<file path="config.mk">
export PLATFORM = sky130hd
export DESIGN_NAME = tlv_sensor_record_parser_flat
export DESIGN_NICKNAME = d
export VERILOG_FILES = /design/src/sv/tsrp_pkg.sv /design/src/sv/tsrp_if.sv /design/src/sv/tsrp_record_engine.sv /design/src/sv/tsrp_sensor_record_parser.sv /design/src/flat_wrapper.sv
export SDC_FILE = /design/constraint.sdc
export NUM_CORES = 1
export LEC_CHECK = 0
export BUFFER_PORTS_ARGS = -buffer_cell sky130_fd_sc_hd__buf_2
export CAP_MARGIN = 20
export CORE_ASPECT_RATIO = 0.9
export CORE_MARGIN = 2
export CORE_UTILIZATION = 41
export DETAILED_ROUTE_END_ITERATION = 16
export PLACE_DENSITY = 0.68
export SLEW_MARGIN = 10
export SYNTH_ARGS = -nofsm -noshare
export SYNTH_HDL_FRONTEND = slang
export SYNTH_SLANG_ARGS = --single-unit
</file>
<file path="constraint.sdc">
create_clock -name clk -period 5.7 [get_ports clk]
set_clock_uncertainty 0.15 [all_clocks]
set_input_delay 1.425 -clock clk [delete_from_list [all_inputs] [get_ports clk]]
set_output_delay 1.425 -clock clk [all_outputs]
set_load 0.02 [all_outputs]
</file>
<file path="src/sv/tsrp_pkg.sv">
// tsrp_pkg: shared types, phase and status codes and the key length table
// for the sensor record parser; no dependencies
`timescale 1ns / 1ps

package tsrp_pkg;

	// field widths of the message and result channels
	localparam int unsigned BYTE_W   = 8;
	localparam int unsigned DIST_W   = 32;
	localparam int unsigned TIME_W   = 32;
	localparam int unsigned SPEED_W  = 16;
	localparam int unsigned STATUS_W = 2;
	localparam int unsigned LEN_W    = 3;
	localparam int unsigned PHASE_W  = 2;

	// parse phase codes
	localparam logic [PHASE_W-1:0] PH_KEY   = 2'd0;
	localparam logic [PHASE_W-1:0] PH_VALUE = 2'd1;
	localparam logic [PHASE_W-1:0] PH_STOP  = 2'd2;

	// parse status codes
	localparam logic [STATUS_W-1:0] ST_OK        = 2'd0;
	localparam logic [STATUS_W-1:0] ST_UNKNOWN   = 2'd1;
	localparam logic [STATUS_W-1:0] ST_TRUNCATED = 2'd2;

	// keys that are captured
	localparam logic [BYTE_W-1:0] KEY_DISTANCE = 8'h01;
	localparam logic [BYTE_W-1:0] KEY_ELAPSED  = 8'h02;
	localparam logic [BYTE_W-1:0] KEY_SPEED    = 8'h21;

	// bits of the found mask
	localparam int unsigned FOUND_DIST  = 0;
	localparam int unsigned FOUND_TIME  = 1;
	localparam int unsigned FOUND_SPEED = 2;

	typedef logic [BYTE_W-1:0]   byte_t;
	typedef logic [DIST_W-1:0]   dist_t;
	typedef logic [TIME_W-1:0]   elapsed_t;
	typedef logic [SPEED_W-1:0]  speed_t;
	typedef logic [STATUS_W-1:0] status_t;
	typedef logic [LEN_W-1:0]    len_t;
	typedef logic [PHASE_W-1:0]  phase_t;

	// one message byte handed to the parser core
	typedef struct packed {
		logic  step;
		byte_t data_byte;
		logic  last_byte;
	} step_t;

	// one result record
	typedef struct packed {
		dist_t    distance_m;
		elapsed_t elapsed_s;
		speed_t   speed_value;
		logic     distance_changed;
		logic     elapsed_changed;
		logic     speed_changed;
		status_t  parse_status;
	} result_t;

	// value length of a key in bytes, zero for an unknown key
	function automatic len_t key_length(input byte_t k);
		len_t len;
		unique case (k)
			8'h01, 8'h02:                              len = 3'd4;
			8'h03, 8'h04, 8'h05, 8'h06,
			8'h21, 8'h22, 8'h24:                       len = 3'd2;
			8'h23, 8'h25, 8'h26, 8'ha1, 8'ha2:         len = 3'd1;
			default:                                   len = 3'd0;
		endcase
		return len;
	endfunction

endpackage

</file>
<file path="src/sv/tsrp_if.sv">
// tsrp_if: valid/ready channels of the sensor record parser, one for the
// message bytes and one for the result records; depends on tsrp_pkg
`timescale 1ns / 1ps

interface tsrp_msg_if;
	logic             valid;
	logic             ready;
	tsrp_pkg::byte_t  data_byte;
	logic             last_byte;

	modport source (output valid, output data_byte, output last_byte, input ready);
	modport sink   (input valid, input data_byte, input last_byte, output ready);
endinterface

interface tsrp_res_if;
	logic                valid;
	logic                ready;
	tsrp_pkg::dist_t     distance_m;
	tsrp_pkg::elapsed_t  elapsed_s;
	tsrp_pkg::speed_t    speed_value;
	logic                distance_changed;
	logic                elapsed_changed;
	logic                speed_changed;
	tsrp_pkg::status_t   parse_status;

	modport source (
		output valid, output distance_m, output elapsed_s, output speed_value,
		output distance_changed, output elapsed_changed, output speed_changed,
		output parse_status, input ready
	);
	modport sink (
		input valid, input distance_m, input elapsed_s, input speed_value,
		input distance_changed, input elapsed_changed, input speed_changed,
		input parse_status, output ready
	);
endinterface

</file>
<file path="src/sv/tsrp_record_engine.sv">
// tsrp_record_engine: parse state and stored values, one message byte per
// step; the result of a last byte is presented combinationally; uses tsrp_pkg
`timescale 1ns / 1ps

module tsrp_record_engine (
	input  logic              clk,
	input  logic              arst_n,
	input  tsrp_pkg::step_t   item,
	output tsrp_pkg::result_t result
);
	import tsrp_pkg::*;

	phase_t   phase_q;
	len_t     bytes_left_q;
	byte_t    record_key_q;
	dist_t    value_shift_q;
	logic [2:0] found_q;
	dist_t    pend_dist_q;
	elapsed_t pend_time_q;
	speed_t   pend_speed_q;
	dist_t    stored_dist_q;
	elapsed_t stored_time_q;
	speed_t   stored_speed_q;

	phase_t   phase_n;
	len_t     bytes_left_n;
	byte_t    record_key_n;
	dist_t    value_shift_n;
	logic [2:0] found_n;
	dist_t    pend_dist_n;
	elapsed_t pend_time_n;
	speed_t   pend_speed_n;
	len_t     key_len;

	assign key_len = key_length(item.data_byte);

	// message state after this byte
	always_comb begin
		phase_n       = phase_q;
		bytes_left_n  = bytes_left_q;
		record_key_n  = record_key_q;
		value_shift_n = value_shift_q;
		found_n       = found_q;
		pend_dist_n   = pend_dist_q;
		pend_time_n   = pend_time_q;
		pend_speed_n  = pend_speed_q;
		unique case (phase_q)
			PH_KEY: begin
				if (key_len == 3'd0) begin
					phase_n = PH_STOP;
				end else begin
					record_key_n  = item.data_byte;
					bytes_left_n  = key_len;
					value_shift_n = '0;
					phase_n       = PH_VALUE;
				end
			end
			PH_VALUE: begin
				value_shift_n = {value_shift_q[DIST_W-BYTE_W-1:0], item.data_byte};
				if (bytes_left_q != 3'd0)
					bytes_left_n = bytes_left_q - 3'd1;
				if (bytes_left_n == 3'd0) begin
					phase_n = PH_KEY;
					// first complete occurrence only
					if (record_key_q == KEY_DISTANCE && !found_q[FOUND_DIST]) begin
						pend_dist_n          = value_shift_n;
						found_n[FOUND_DIST]  = 1'b1;
					end else if (record_key_q == KEY_ELAPSED && !found_q[FOUND_TIME]) begin
						pend_time_n          = value_shift_n;
						found_n[FOUND_TIME]  = 1'b1;
					end else if (record_key_q == KEY_SPEED && !found_q[FOUND_SPEED]) begin
						pend_speed_n         = value_shift_n[SPEED_W-1:0];
						found_n[FOUND_SPEED] = 1'b1;
					end
				end
			end
			default: begin
				phase_n = phase_q;
			end
		endcase
	end

	// result of a message end
	always_comb begin
		priority if (phase_n == PH_STOP)
			result.parse_status = ST_UNKNOWN;
		else if (phase_n == PH_VALUE)
			result.parse_status = ST_TRUNCATED;
		else
			result.parse_status = ST_OK;
		result.distance_m       = found_n[FOUND_DIST]  ? pend_dist_n  : stored_dist_q;
		result.elapsed_s        = found_n[FOUND_TIME]  ? pend_time_n  : stored_time_q;
		result.speed_value      = found_n[FOUND_SPEED] ? pend_speed_n : stored_speed_q;
		result.distance_changed = found_n[FOUND_DIST]  && (pend_dist_n  != stored_dist_q);
		result.elapsed_changed  = found_n[FOUND_TIME]  && (pend_time_n  != stored_time_q);
		result.speed_changed    = found_n[FOUND_SPEED] && (pend_speed_n != stored_speed_q);
	end

	// state registers, message state cleared at a last byte
	always_ff @(posedge clk or negedge arst_n) begin
		if (!arst_n) begin
			phase_q        <= PH_KEY;
			bytes_left_q   <= '0;
			record_key_q   <= '0;
			value_shift_q  <= '0;
			found_q        <= '0;
			pend_dist_q    <= '0;
			pend_time_q    <= '0;
			pend_speed_q   <= '0;
			stored_dist_q  <= '0;
			stored_time_q  <= '0;
			stored_speed_q <= '0;
		end else if (item.step) begin
			if (item.last_byte) begin
				phase_q        <= PH_KEY;
				bytes_left_q   <= '0;
				record_key_q   <= '0;
				value_shift_q  <= '0;
				found_q        <= '0;
				pend_dist_q    <= '0;
				pend_time_q    <= '0;
				pend_speed_q   <= '0;
				stored_dist_q  <= result.distance_m;
				stored_time_q  <= result.elapsed_s;
				stored_speed_q <= result.speed_value;
			end else begin
				phase_q       <= phase_n;
				bytes_left_q  <= bytes_left_n;
				record_key_q  <= record_key_n;
				value_shift_q <= value_shift_n;
				found_q       <= found_n;
				pend_dist_q   <= pend_dist_n;
				pend_time_q   <= pend_time_n;
				pend_speed_q  <= pend_speed_n;
			end
		end
	end

endmodule

</file>
<file path="src/sv/tsrp_sensor_record_parser.sv">
// tlv_sensor_record_parser: top level with input register and result register
// around the parser core; uses tsrp_pkg, tsrp_if and tsrp_record_engine
`timescale 1ns / 1ps

// Usage
//   msg: one message byte per request, last_byte marks the final byte.
//   res: one result request per message, sent after its last byte.
//   A message is a run of key/length/value records; distance, elapsed time
//   and speed are captured from their first complete record, and the stored
//   values, changed flags and parse status are sent at the message end.
// Throughput: one byte per cycle while no last byte waits on a held result,
//   set by the single pass from the input register through the parser core
//   into the result register. A last byte's result is registered there; the
//   byte waits in the input register while an earlier result is held.
// Stall: a held result blocks only a further last byte; bytes that are not
//   last keep flowing, so msg.ready drops only in that case.
// Reset: arst_n clears the parse state, stored values to zero and both
//   valid flags; no result is pending after reset.
module tlv_sensor_record_parser (
	input  logic        clk,
	input  logic        arst_n,
	tsrp_msg_if.sink    msg,
	tsrp_res_if.source  res
);
	import tsrp_pkg::*;

	logic    valid_s1;
	step_t   item_s1;
	step_t   eng_item;
	logic    consume;
	logic    res_valid_q;
	result_t res_q;
	result_t eng_result;

	// the byte in the input register goes on unless it ends a message
	// while a result is still held
	assign consume   = valid_s1 && (!item_s1.last_byte || !res_valid_q || res.ready);
	assign msg.ready = !valid_s1 || consume;

	always_comb begin
		eng_item      = item_s1;
		eng_item.step = consume;
	end

	tsrp_record_engine u_engine (
		.clk    (clk),
		.arst_n (arst_n),
		.item   (eng_item),
		.result (eng_result)
	);

	// input register
	always_ff @(posedge clk or negedge arst_n) begin
		if (!arst_n) begin
			valid_s1 <= 1'b0;
		end else if (msg.valid && msg.ready) begin
			valid_s1 <= 1'b1;
		end else if (consume) begin
			valid_s1 <= 1'b0;
		end
	end

	always_ff @(posedge clk) begin
		if (msg.valid && msg.ready) begin
			item_s1.step      <= 1'b1;
			item_s1.data_byte <= msg.data_byte;
			item_s1.last_byte <= msg.last_byte;
		end
	end

	// result register
	always_ff @(posedge clk or negedge arst_n) begin
		if (!arst_n) begin
			res_valid_q <= 1'b0;
		end else if (consume && item_s1.last_byte) begin
			res_valid_q <= 1'b1;
		end else if (res.ready) begin
			res_valid_q <= 1'b0;
		end
	end

	always_ff @(posedge clk) begin
		if (consume && item_s1.last_byte)
			res_q <= eng_result;
	end

	assign res.valid            = res_valid_q;
	assign res.distance_m       = res_q.distance_m;
	assign res.elapsed_s        = res_q.elapsed_s;
	assign res.speed_value      = res_q.speed_value;
	assign res.distance_changed = res_q.distance_changed;
	assign res.elapsed_changed  = res_q.elapsed_changed;
	assign res.speed_changed    = res_q.speed_changed;
	assign res.parse_status     = res_q.parse_status;

	// a message end must not overwrite a held result
	a_no_overwrite: assert property (@(posedge clk) disable iff (!arst_n)
		valid_s1 && item_s1.last_byte && res_valid_q && !res.ready |-> !msg.ready)
		else $error("message end taken while a result is held");

	// a new result only follows a message end
	a_result_source: assert property (@(posedge clk) disable iff (!arst_n)
		$rose(res_valid_q) |-> $past(consume && item_s1.last_byte))
		else $error("result raised without a message end");

	// status is one of the three codes
	a_status_code: assert property (@(posedge clk) disable iff (!arst_n)
		res_valid_q |-> (res_q.parse_status == ST_OK || res_q.parse_status == ST_UNKNOWN
			|| res_q.parse_status == ST_TRUNCATED))
		else $error("undefined parse status");

	// a byte that does not end a message never waits in the input register
	a_byte_flows: assert property (@(posedge clk) disable iff (!arst_n)
		valid_s1 && !item_s1.last_byte |-> consume && msg.ready)
		else $error("non-final byte stalled");

endmodule
</file>
<file path="src/flat_wrapper.sv">
// flat-port wrapper written by rule: the top's interface ports become plain ports
module tlv_sensor_record_parser_flat import tsrp_pkg::*;
  (clk, arst_n, msg_valid, msg_data_byte, msg_last_byte, msg_ready, res_valid, res_distance_m, res_elapsed_s, res_speed_value, res_distance_changed, res_elapsed_changed, res_speed_changed, res_parse_status, res_ready);
  tsrp_msg_if msg_i ();
  tsrp_res_if res_i ();
  input  logic clk;
  input  logic arst_n;
  input wire logic [$bits(msg_i.valid)-1:0] msg_valid;
  input wire logic [$bits(msg_i.data_byte)-1:0] msg_data_byte;
  input wire logic [$bits(msg_i.last_byte)-1:0] msg_last_byte;
  output wire logic [$bits(msg_i.ready)-1:0] msg_ready;
  output wire logic [$bits(res_i.valid)-1:0] res_valid;
  output wire logic [$bits(res_i.distance_m)-1:0] res_distance_m;
  output wire logic [$bits(res_i.elapsed_s)-1:0] res_elapsed_s;
  output wire logic [$bits(res_i.speed_value)-1:0] res_speed_value;
  output wire logic [$bits(res_i.distance_changed)-1:0] res_distance_changed;
  output wire logic [$bits(res_i.elapsed_changed)-1:0] res_elapsed_changed;
  output wire logic [$bits(res_i.speed_changed)-1:0] res_speed_changed;
  output wire logic [$bits(res_i.parse_status)-1:0] res_parse_status;
  input wire logic [$bits(res_i.ready)-1:0] res_ready;
  assign msg_i.valid = msg_valid;
  assign msg_i.data_byte = msg_data_byte;
  assign msg_i.last_byte = msg_last_byte;
  assign msg_ready = msg_i.ready;
  assign res_valid = res_i.valid;
  assign res_distance_m = res_i.distance_m;
  assign res_elapsed_s = res_i.elapsed_s;
  assign res_speed_value = res_i.speed_value;
  assign res_distance_changed = res_i.distance_changed;
  assign res_elapsed_changed = res_i.elapsed_changed;
  assign res_speed_changed = res_i.speed_changed;
  assign res_parse_status = res_i.parse_status;
  assign res_i.ready = res_ready;
  tlv_sensor_record_parser u_core (.clk(clk), .arst_n(arst_n), .msg(msg_i), .res(res_i));
endmodule
</file>
==> results of run 1 <==
## state kept, by name, summed over array words and instances (netlist names), 2 cells and up
register,flops
u_core.eng_item,9
u_core.res.distance_m,32
u_core.res.elapsed_s,32
u_core.res.parse_status,2
u_core.res.speed_value,16
u_core.u_engine.bytes_left_q,3
u_core.u_engine.found_q,3
u_core.u_engine.pend_dist_q,32
u_core.u_engine.pend_speed_q,16
u_core.u_engine.pend_time_q,32
u_core.u_engine.phase_q,2
u_core.u_engine.record_key_q,8
u_core.u_engine.stored_dist_q,32
u_core.u_engine.stored_speed_q,16
u_core.u_engine.stored_time_q,32
u_core.u_engine.value_shift_q,24
## final timing paths
check                                                            start                                             to  slack, ps  cells past startpoint
min                        u_core.u_engine.pend_time_q[29]$_DFFE_PN0P_    u_core.u_engine.pend_time_q[29]$_DFFE_PN0P_        350                      2
min in group asynchronous                                       arst_n   u_core.u_engine.stored_time_q[8]$_DFFE_PN0P_        830                      1
max in group asynchronous                                       arst_n         u_core.u_engine.found_q[1]$_DFFE_PN0P_       3430                      2
max reg2reg                u_core.u_engine.bytes_left_q[0]$_DFFE_PN0P_  u_core.u_engine.stored_dist_q[31]$_DFFE_PN0P_       1400                     12
min reg2reg                u_core.u_engine.pend_time_q[29]$_DFFE_PN0P_    u_core.u_engine.pend_time_q[29]$_DFFE_PN0P_        350                      2
max                        u_core.u_engine.bytes_left_q[0]$_DFFE_PN0P_  u_core.u_engine.stored_dist_q[31]$_DFFE_PN0P_       1400                     12
## cell families (layout without fill, tap and decap cells)
| kind of cell | Yosys count | after routing | synth area share |
|---|---|---|---|
| xor gates and xnor gates | 96 | 96 | 0.05588 |
| AOI/OAI and AO/OA | 371 | 371 | 0.1540 |
| and+or+nand+nor | 538 | 538 | 0.1535 |
| adders and majority gates | 4 | 4 | 0.003160 |
| muxes | 97 | 97 | 0.06494 |
| buffers and inverters | 169 | 229 | 0.04499 |
| DFF | 296 | 296 | 0.5235 |
## critical path, cell delays in order (launching register included)
cell and delay (ps):
sky130_fd_sc_hd__dfrtp_1 410, sky130_fd_sc_hd__inv_1 90, sky130_fd_sc_hd__ha_1 180, sky130_fd_sc_hd__inv_1 50
sky130_fd_sc_hd__ha_1 210, sky130_fd_sc_hd__or4b_1 650, sky130_fd_sc_hd__a211o_1 640, sky130_fd_sc_hd__nor2_4 720
sky130_fd_sc_hd__buf_4 420, sky130_fd_sc_hd__nor2_1 80, sky130_fd_sc_hd__a21oi_1 150, sky130_fd_sc_hd__o21ai_0 110
sky130_fd_sc_hd__mux2_2 290
## area by class of cell
class                           count  area [µm²]
Fill cell                        3367       19170
Sequential cell                   296        7880
Multi-Input combinational cell   1106        6530
Clock buffer                       38       852.1
Timing Repair Buffer              129       762.0
Tap cell                          476       595.6
Clock inverter                     20       212.7
Inverter                           42       162.7
## cells in the mapped netlist (all sizes together), types with 3 or more instances
master     n  share of area
o211ai     3         0.0015
inv       42          0.010
ha         3         0.0025
nand3     15         0.0050
and3       6         0.0025
or2        3         0.0012
a22oi     59          0.029
nor2      20         0.0050
o221ai     5         0.0029
nand2b     5         0.0021
nor3      17         0.0060
xor2      31          0.018
o2bb2ai    3         0.0017
o21ai    177          0.059
buf       26         0.0091
a22o      17         0.0099
o31ai      3         0.0015
mux2i     92          0.061
nor4      14         0.0068
a32oi      3         0.0017
edfxtp    94           0.19
nand4     18         0.0075
a21boi    25          0.012
a21oi     32          0.011
o2111ai    3         0.0017
xnor2     65          0.038
nand2    414           0.10
o22ai     27          0.011
and2       3         0.0012
clkbuf   101          0.025
dfrtp    202           0.34
nor2b      7         0.0029
or3        3         0.0012
mux2       5         0.0037
a2111oi    3         0.0026
or4b       3         0.0022
nor4b      3         0.0022
## routing by layer
| metal | wire length, µm | track usage | up-vias |
|---|---|---|---|
| li1 | - | - | 5537 |
| met1 | 18450 | 0.3200 | 5956 |
| met2 | 19080 | 0.3366 | 503 |
| met3 | 3317 | 0.03694 | 63 |
| met4 | 1025 | 0.05714 | 0 |
| met5 | 0 | 0.002646 | - |
## report_power, final
group	switching [mW]	leakage [nW]	internal, mW	total [mW]
logic	0.461	2.82	0.258	0.719
clock network	0.861	0.525	1.24	2.10
registers	0.147	3.68	2.35	2.50
total	1.47	7.02	3.85	5.32
## metrics by stage
| stage | setup slack [ps] | area, µm² | util | power, mW | hold WS (ps) |
|---|---|---|---|---|---|
| 3_3_place_gp | 1484 | 15900 | 0.4395 | 3.228 | 335.9 |
| 5_1_grt | 1144 | 17000 | 0.4699 | 5.539 | 384.3 |
| 4_1_cts | 1450 | 16980 | 0.4693 | 5.358 | 355.2 |
| 6_report | 1402 | 17000 | 0.4699 | 5.321 | 352.1 |
| 2_1_floorplan | 508.5 | 15050 | - | 3.000 | 315.4 |
| 3_5_place_dp | 1448 | 15910 | 0.4399 | 3.250 | 341.2 |
==> reports/summary.txt, run 1 <==
Yosys synthesis warning count: 0
Prevailing post-synth register cell: sky130_fd_sc_hd__dfrtp_1
Die height: 185.7 µm
Register bit total from synthesis: 296
Post-CTS Setup Repair Bufs: 0
Clock-pin slew reported for the worst setup and hold paths after clock tree synthesis: 70 ps
Arrival time worst endpoint: 4610 ps
Root Buffer: sky130_fd_sc_hd__clkbuf_16
Number of ports placed on the die boundary: 100
Commonest cells after routing, fill and taps aside: sky130_fd_sc_hd__nand2_1, sky130_fd_sc_hd__dfrtp_1, sky130_fd_sc_hd__o21ai_0
Initial antenna violation count: 0
EDFF count, synth: 94
Register area share after synthesis: 0.5235
Slew Viols, Final: 0
Highest fanout seen on the critical path: 21
Diodes inserted: 0
Cell Area, Synth: 15050 µm²
Count of input and output buffers: 99
Req. time, crit path: 6010 ps
Unrepaired setup endpoints after global routing: no
Sum of negative setup slack: 0 ps
Routability cong.: 0.8928
Later-pin clock latency in the skew report: 580 ps
Leading cell type in the layout, fill and taps excluded: sky130_fd_sc_hd__nand2_1
Cts bufs inserted: 31
Mean instance size in the synthesized netlist: 9.578 µm²
Post-synthesis async set-or-reset flop share: 0.6824
Horizontal die dimension: 205.9 µm
Via Count: 12.06k
Nets in the synthesized netlist: 1587
Die area: 38250 µm²
Critical path class: reg -> reg
Number of endpoints failing setup at the final stage: 0
Maximum number of pins on one net before global-route repair: 116
Post-synth cell types: 65
P&R area growth vs syn: 12.95%
Total power divided by cell area: 313.1 nW/µm²
Period Utilization, post-route: 0.7541
Clock tree from TritonCTS: done
Slew margin rel.: 0.2913
Initial cell density of the core: 0.4160
First-pass GRT wire length: 65.83 mm
DRC marker count from the first detailed-route iteration: 1004
Highest clock rate: 0.2327 GHz
Residual overflow from global routing: 0
Vias in the first global route: 11.43k
Avg WL per Cell: 19.87 µm
Global-route usage over all layers: 0.2189
Worst Hold Class: reg -> reg
Final critical path time including I/O delays and setup: 4298 ps
Result of the run: completed
Number of buffers on the longest clock path: 3
H-tree depth: 1
Total iterations of the first detailed-routing run: 6
Final ANT Viol Nets: 0
Max_cap viols: 0
Core area: 36170 µm²
Final Routed Wirelength: 41.87 mm
Post-DR vias/cell: 5.723
Hold buffers post-CTS: 0
Cell count after synthesis: 1571
Detailed placement HPWL: 26.86 mm
Final routed DRC violation total: 0
Final Non-Filler Cells: 2107
# nets final: 1622
Number of hold violations in the final report: 0
Clk sink count: 296
Max IR drop VDD: 223.1 µV
Sort of element at the end of the critical path: flip-flop
Number of gates resized after CTS: 0
Cell row count: 66
Share of cells above drive strength 1: 0.1281
Leakage power summed over all cells: 7.023 nW
Actual slew at the worst max-slew pin: 1063 ps
Startpoint class of the critical path: flip-flop
Number of cells after detailed placement: 2048
(Power assumes the default switching activity.)
==> inputs of run 2 (changes only) <==
- PLACE_DENSITY: 0.68 -> 0.7
- clock period: 5.7 -> 3.8 ns (I/O delays scaled with it)
==> reports/summary.txt, run 2 (synthesis results as in run 1) <==
Part of the power in the clock network: 0.416 (was 0.395)
Share of cells above drive strength 1: 0.1439 (was 0.1281)
Number of endpoints failing setup at the final stage: 0 (unchanged)
Number of hold violations in the final report: 0 (unchanged)
Clock tree from TritonCTS: done (unchanged)
Cell area after layout: 17380 µm² (was 17000 µm²)
# nets final: 1651 (was 1622)
Result of the run: completed (unchanged)
Count of input and output buffers: 99 (unchanged)
Sort of element at the end of the critical path: flip-flop (unchanged)
Period Utilization, post-route: 0.9547 (was 0.7541)
Final ANT Viol Nets: 0 (unchanged)
Slew margin rel.: 0.3875 (was 0.2913)
Total power divided by cell area: 481.7 nW/µm² (was 313.1 nW/µm²)
Logic depth of the worst register-to-register path: 14 (was 12)
Cts bufs inserted: 34 (was 31)
Reg-to-reg critical path endpoint: u_core.res.elapsed_changed$_DFFE_PP_ (was u_core.u_engine.stored_dist_q[31]$_DFFE_PN0P_)
Later-pin clock latency in the skew report: 530 ps (was 580 ps)
Area of the multi-input gates: 6541 µm² (was 6530 µm²)
Share of total power in sequential cells: 0.450 (was 0.470)
Actual slew at the worst max-slew pin: 918.8 ps (was 1063 ps)
Placed standard-cell area: 16150 µm² (was 15910 µm²)
Sw power: 2.270 mW (was 1.469 mW)
Highest fanout seen on the critical path: 36 (was 21)
Die area: 38250 µm² (unchanged)
Diodes inserted: 0 (unchanged)
Max_cap viols: 0 (unchanged)
Clk sink count: 296 (unchanged)
Slew Viols, Final: 0 (unchanged)
End-of-flow core utilization: 0.4804 (was 0.4699)
Filler Cells Inserted: 3397 (was 3367)
Final critical path time including I/O delays and setup: 3628 ps (was 4298 ps)
Root Buffer: sky130_fd_sc_hd__clkbuf_16 (unchanged)
Number of buffers on the longest clock path: 3 (unchanged)
Maximum number of pins on one net before global-route repair: 81 (was 116)
Die height: 185.7 µm (unchanged)
Vias in the first global route: 11.76k (was 11.43k)
Cell row count: 66 (unchanged)
Via Count: 12.23k (was 12.06k)
Gate power share: 0.134 (was 0.135)
Startpoint class of the critical path: flip-flop (unchanged)
Hold buffers post-CTS: 0 (unchanged)
Startpoint of the worst-slack reg-to-reg timing path: u_core.u_engine.bytes_left_q[0]$_DFFE_PN0P_ (unchanged)
Final routed DRC violation total: 0 (unchanged)
Number of ports placed on the die boundary: 100 (unchanged)
Initial antenna violation count: 0 (unchanged)
Req. time, crit path: 3930 ps (was 6010 ps)
H-tree depth: 2 (was 1)
Highest clock rate: 0.2757 GHz (was 0.2327 GHz)
Arrival time worst endpoint: 3760 ps (was 4610 ps)
DRC marker count from the first detailed-route iteration: 1557 (was 1004)
Global-route usage over all layers: 0.2286 (was 0.2189)
Critical path class: reg -> reg (unchanged)
Initial cell density of the core: 0.4160 (unchanged)
Fraction of power spent switching nets: 0.2712 (was 0.2761)
Detailed placement HPWL: 28.03 mm (was 26.86 mm)
Leakage power summed over all cells: 7.245 nW (was 7.023 nW)
P&R area growth vs syn: 15.48% (was 12.95%)
Max IR drop VDD: 318.4 µV (was 223.1 µV)
Routability cong.: 0.9410 (was 0.8928)
Area taken by flip-flops and latches: 7880 µm² (unchanged)
Horizontal die dimension: 205.9 µm (unchanged)
Total internal power: 6.100 mW (was 3.852 mW)
First-pass GRT wire length: 68.17 mm (was 65.83 mm)
Avg WL per Cell: 20.25 µm (was 19.87 µm)
Commonest cells after routing, fill and taps aside: sky130_fd_sc_hd__nand2_1, sky130_fd_sc_hd__dfrtp_1, sky130_fd_sc_hd__o21ai_0 (unchanged)
Residual overflow from global routing: 0 (unchanged)
Core area: 36170 µm² (unchanged)
Worst R2R Setup Slack: 170 ps (was 1400 ps)
Worst Hold Class: in -> async (was reg -> reg)
Final Routed Wirelength: 43.28 mm (was 41.87 mm)
Clock-pin slew reported for the worst setup and hold paths after clock tree synthesis: 60 ps (was 70 ps)
Total iterations of the first detailed-routing run: 6 (unchanged)
Leading cell type in the layout, fill and taps excluded: sky130_fd_sc_hd__nand2_1 (unchanged)
Post-DR vias/cell: 5.721 (was 5.723)
==> run 2: cell types whose count changed in the layout (fill, tap and decap cells not counted), sizes merged <==
cell,change
buf,+26
inv,-1
clkinvlp,-3
bufinv,-1
clkinv,-3
clkbuf,+12
==> run 2: worst max path at each step <==
stage	start	to	slack [ps]
detailed placement	u_core.u_engine.bytes_left_q[0]$_DFFE_PN0P_	u_core.res.elapsed_changed$_DFFE_PP_	120
CTS	u_core.u_engine.bytes_left_q[0]$_DFFE_PN0P_	u_core.res.elapsed_changed$_DFFE_PP_	110
global placement	u_core.u_engine.bytes_left_q[0]$_DFFE_PN0P_	u_core.res.elapsed_changed$_DFFE_PP_	190
floorplan	u_core.u_engine.bytes_left_q[0]$_DFFE_PN0P_	u_core.res.distance_changed$_DFFE_PP_	390
global route	u_core.u_engine.bytes_left_q[0]$_DFFE_PN0P_	u_core.res.elapsed_changed$_DFFE_PP_	-4
finish	u_core.u_engine.bytes_left_q[0]$_DFFE_PN0P_	u_core.res.elapsed_changed$_DFFE_PP_	170
==> run 2: metrics by stage <==
stage          TNS, ps  cells  hold slack (ps)  setup WS, ps  power [mW]
2_1_floorplan        0   1571            315.4         385.7       4.497
3_3_place_gp         0   2072            340.9         190.6       4.866
3_5_place_dp         0   2072            343.1         115.1       4.901
4_1_cts              0   2134            341.8         110.4       8.397
5_1_grt         -4.191   2137            355.4        -4.191       8.695
6_report             0   2137            304.2         172.3       8.370
==> run 2: critical path, cell delays in order (launching register included) <==
cell	delay, ps
sky130_fd_sc_hd__dfrtp_1	400
sky130_fd_sc_hd__inv_1	100
sky130_fd_sc_hd__ha_1	170
sky130_fd_sc_hd__inv_1	50
sky130_fd_sc_hd__ha_1	200
sky130_fd_sc_hd__or4b_1	500
sky130_fd_sc_hd__buf_4	190
sky130_fd_sc_hd__a211oi_4	290
sky130_fd_sc_hd__buf_4	200
sky130_fd_sc_hd__nand2_2	70
sky130_fd_sc_hd__buf_12	200
sky130_fd_sc_hd__nand4b_1	190
sky130_fd_sc_hd__a22oi_1	230
sky130_fd_sc_hd__o2111ai_1	150
sky130_fd_sc_hd__o32a_1	300
==> run 2: layer usage <==
metal	share of wire	up-vias	GRT usage
met5	0	-	0
met4	0.026	0	0.06714
met3	0.082	83	0.03852
met2	0.45	576	0.3454
met1	0.45	5969	0.3368
li1	-	5597	-
==> run 2: power by group through the flow <==
stage / combinational (mW) / sequential, mW / clock (mW)
finish: 1.12 / 3.77 / 3.48
global route: 1.24 / 3.80 / 3.66
CTS: 1.09 / 3.76 / 3.55
detailed placement: 1.09 / 3.82 / 0
global placement: 1.06 / 3.81 / 0
floorplan: 0.695 / 3.80 / 0
==> run 2: cell type report <==
| cell class | count | area share |
|---|---|---|
| clock buffers | 50 | 0.06070 |
| well taps | 476 | 0.03427 |
| flip-flops and latches | 296 | 0.4535 |
| repair buffers | 155 | 0.05753 |
| multi-input cells | 1106 | 0.3764 |
| inverters | 42 | 0.009361 |
| clock inverters | 12 | 0.008209 |
==> run 2: timing repair <==
action / in CTS / in global routing
resized for setup: 0 / 2
setup buffers: 0 / 3
setup endpoints to repair: 0 / 3
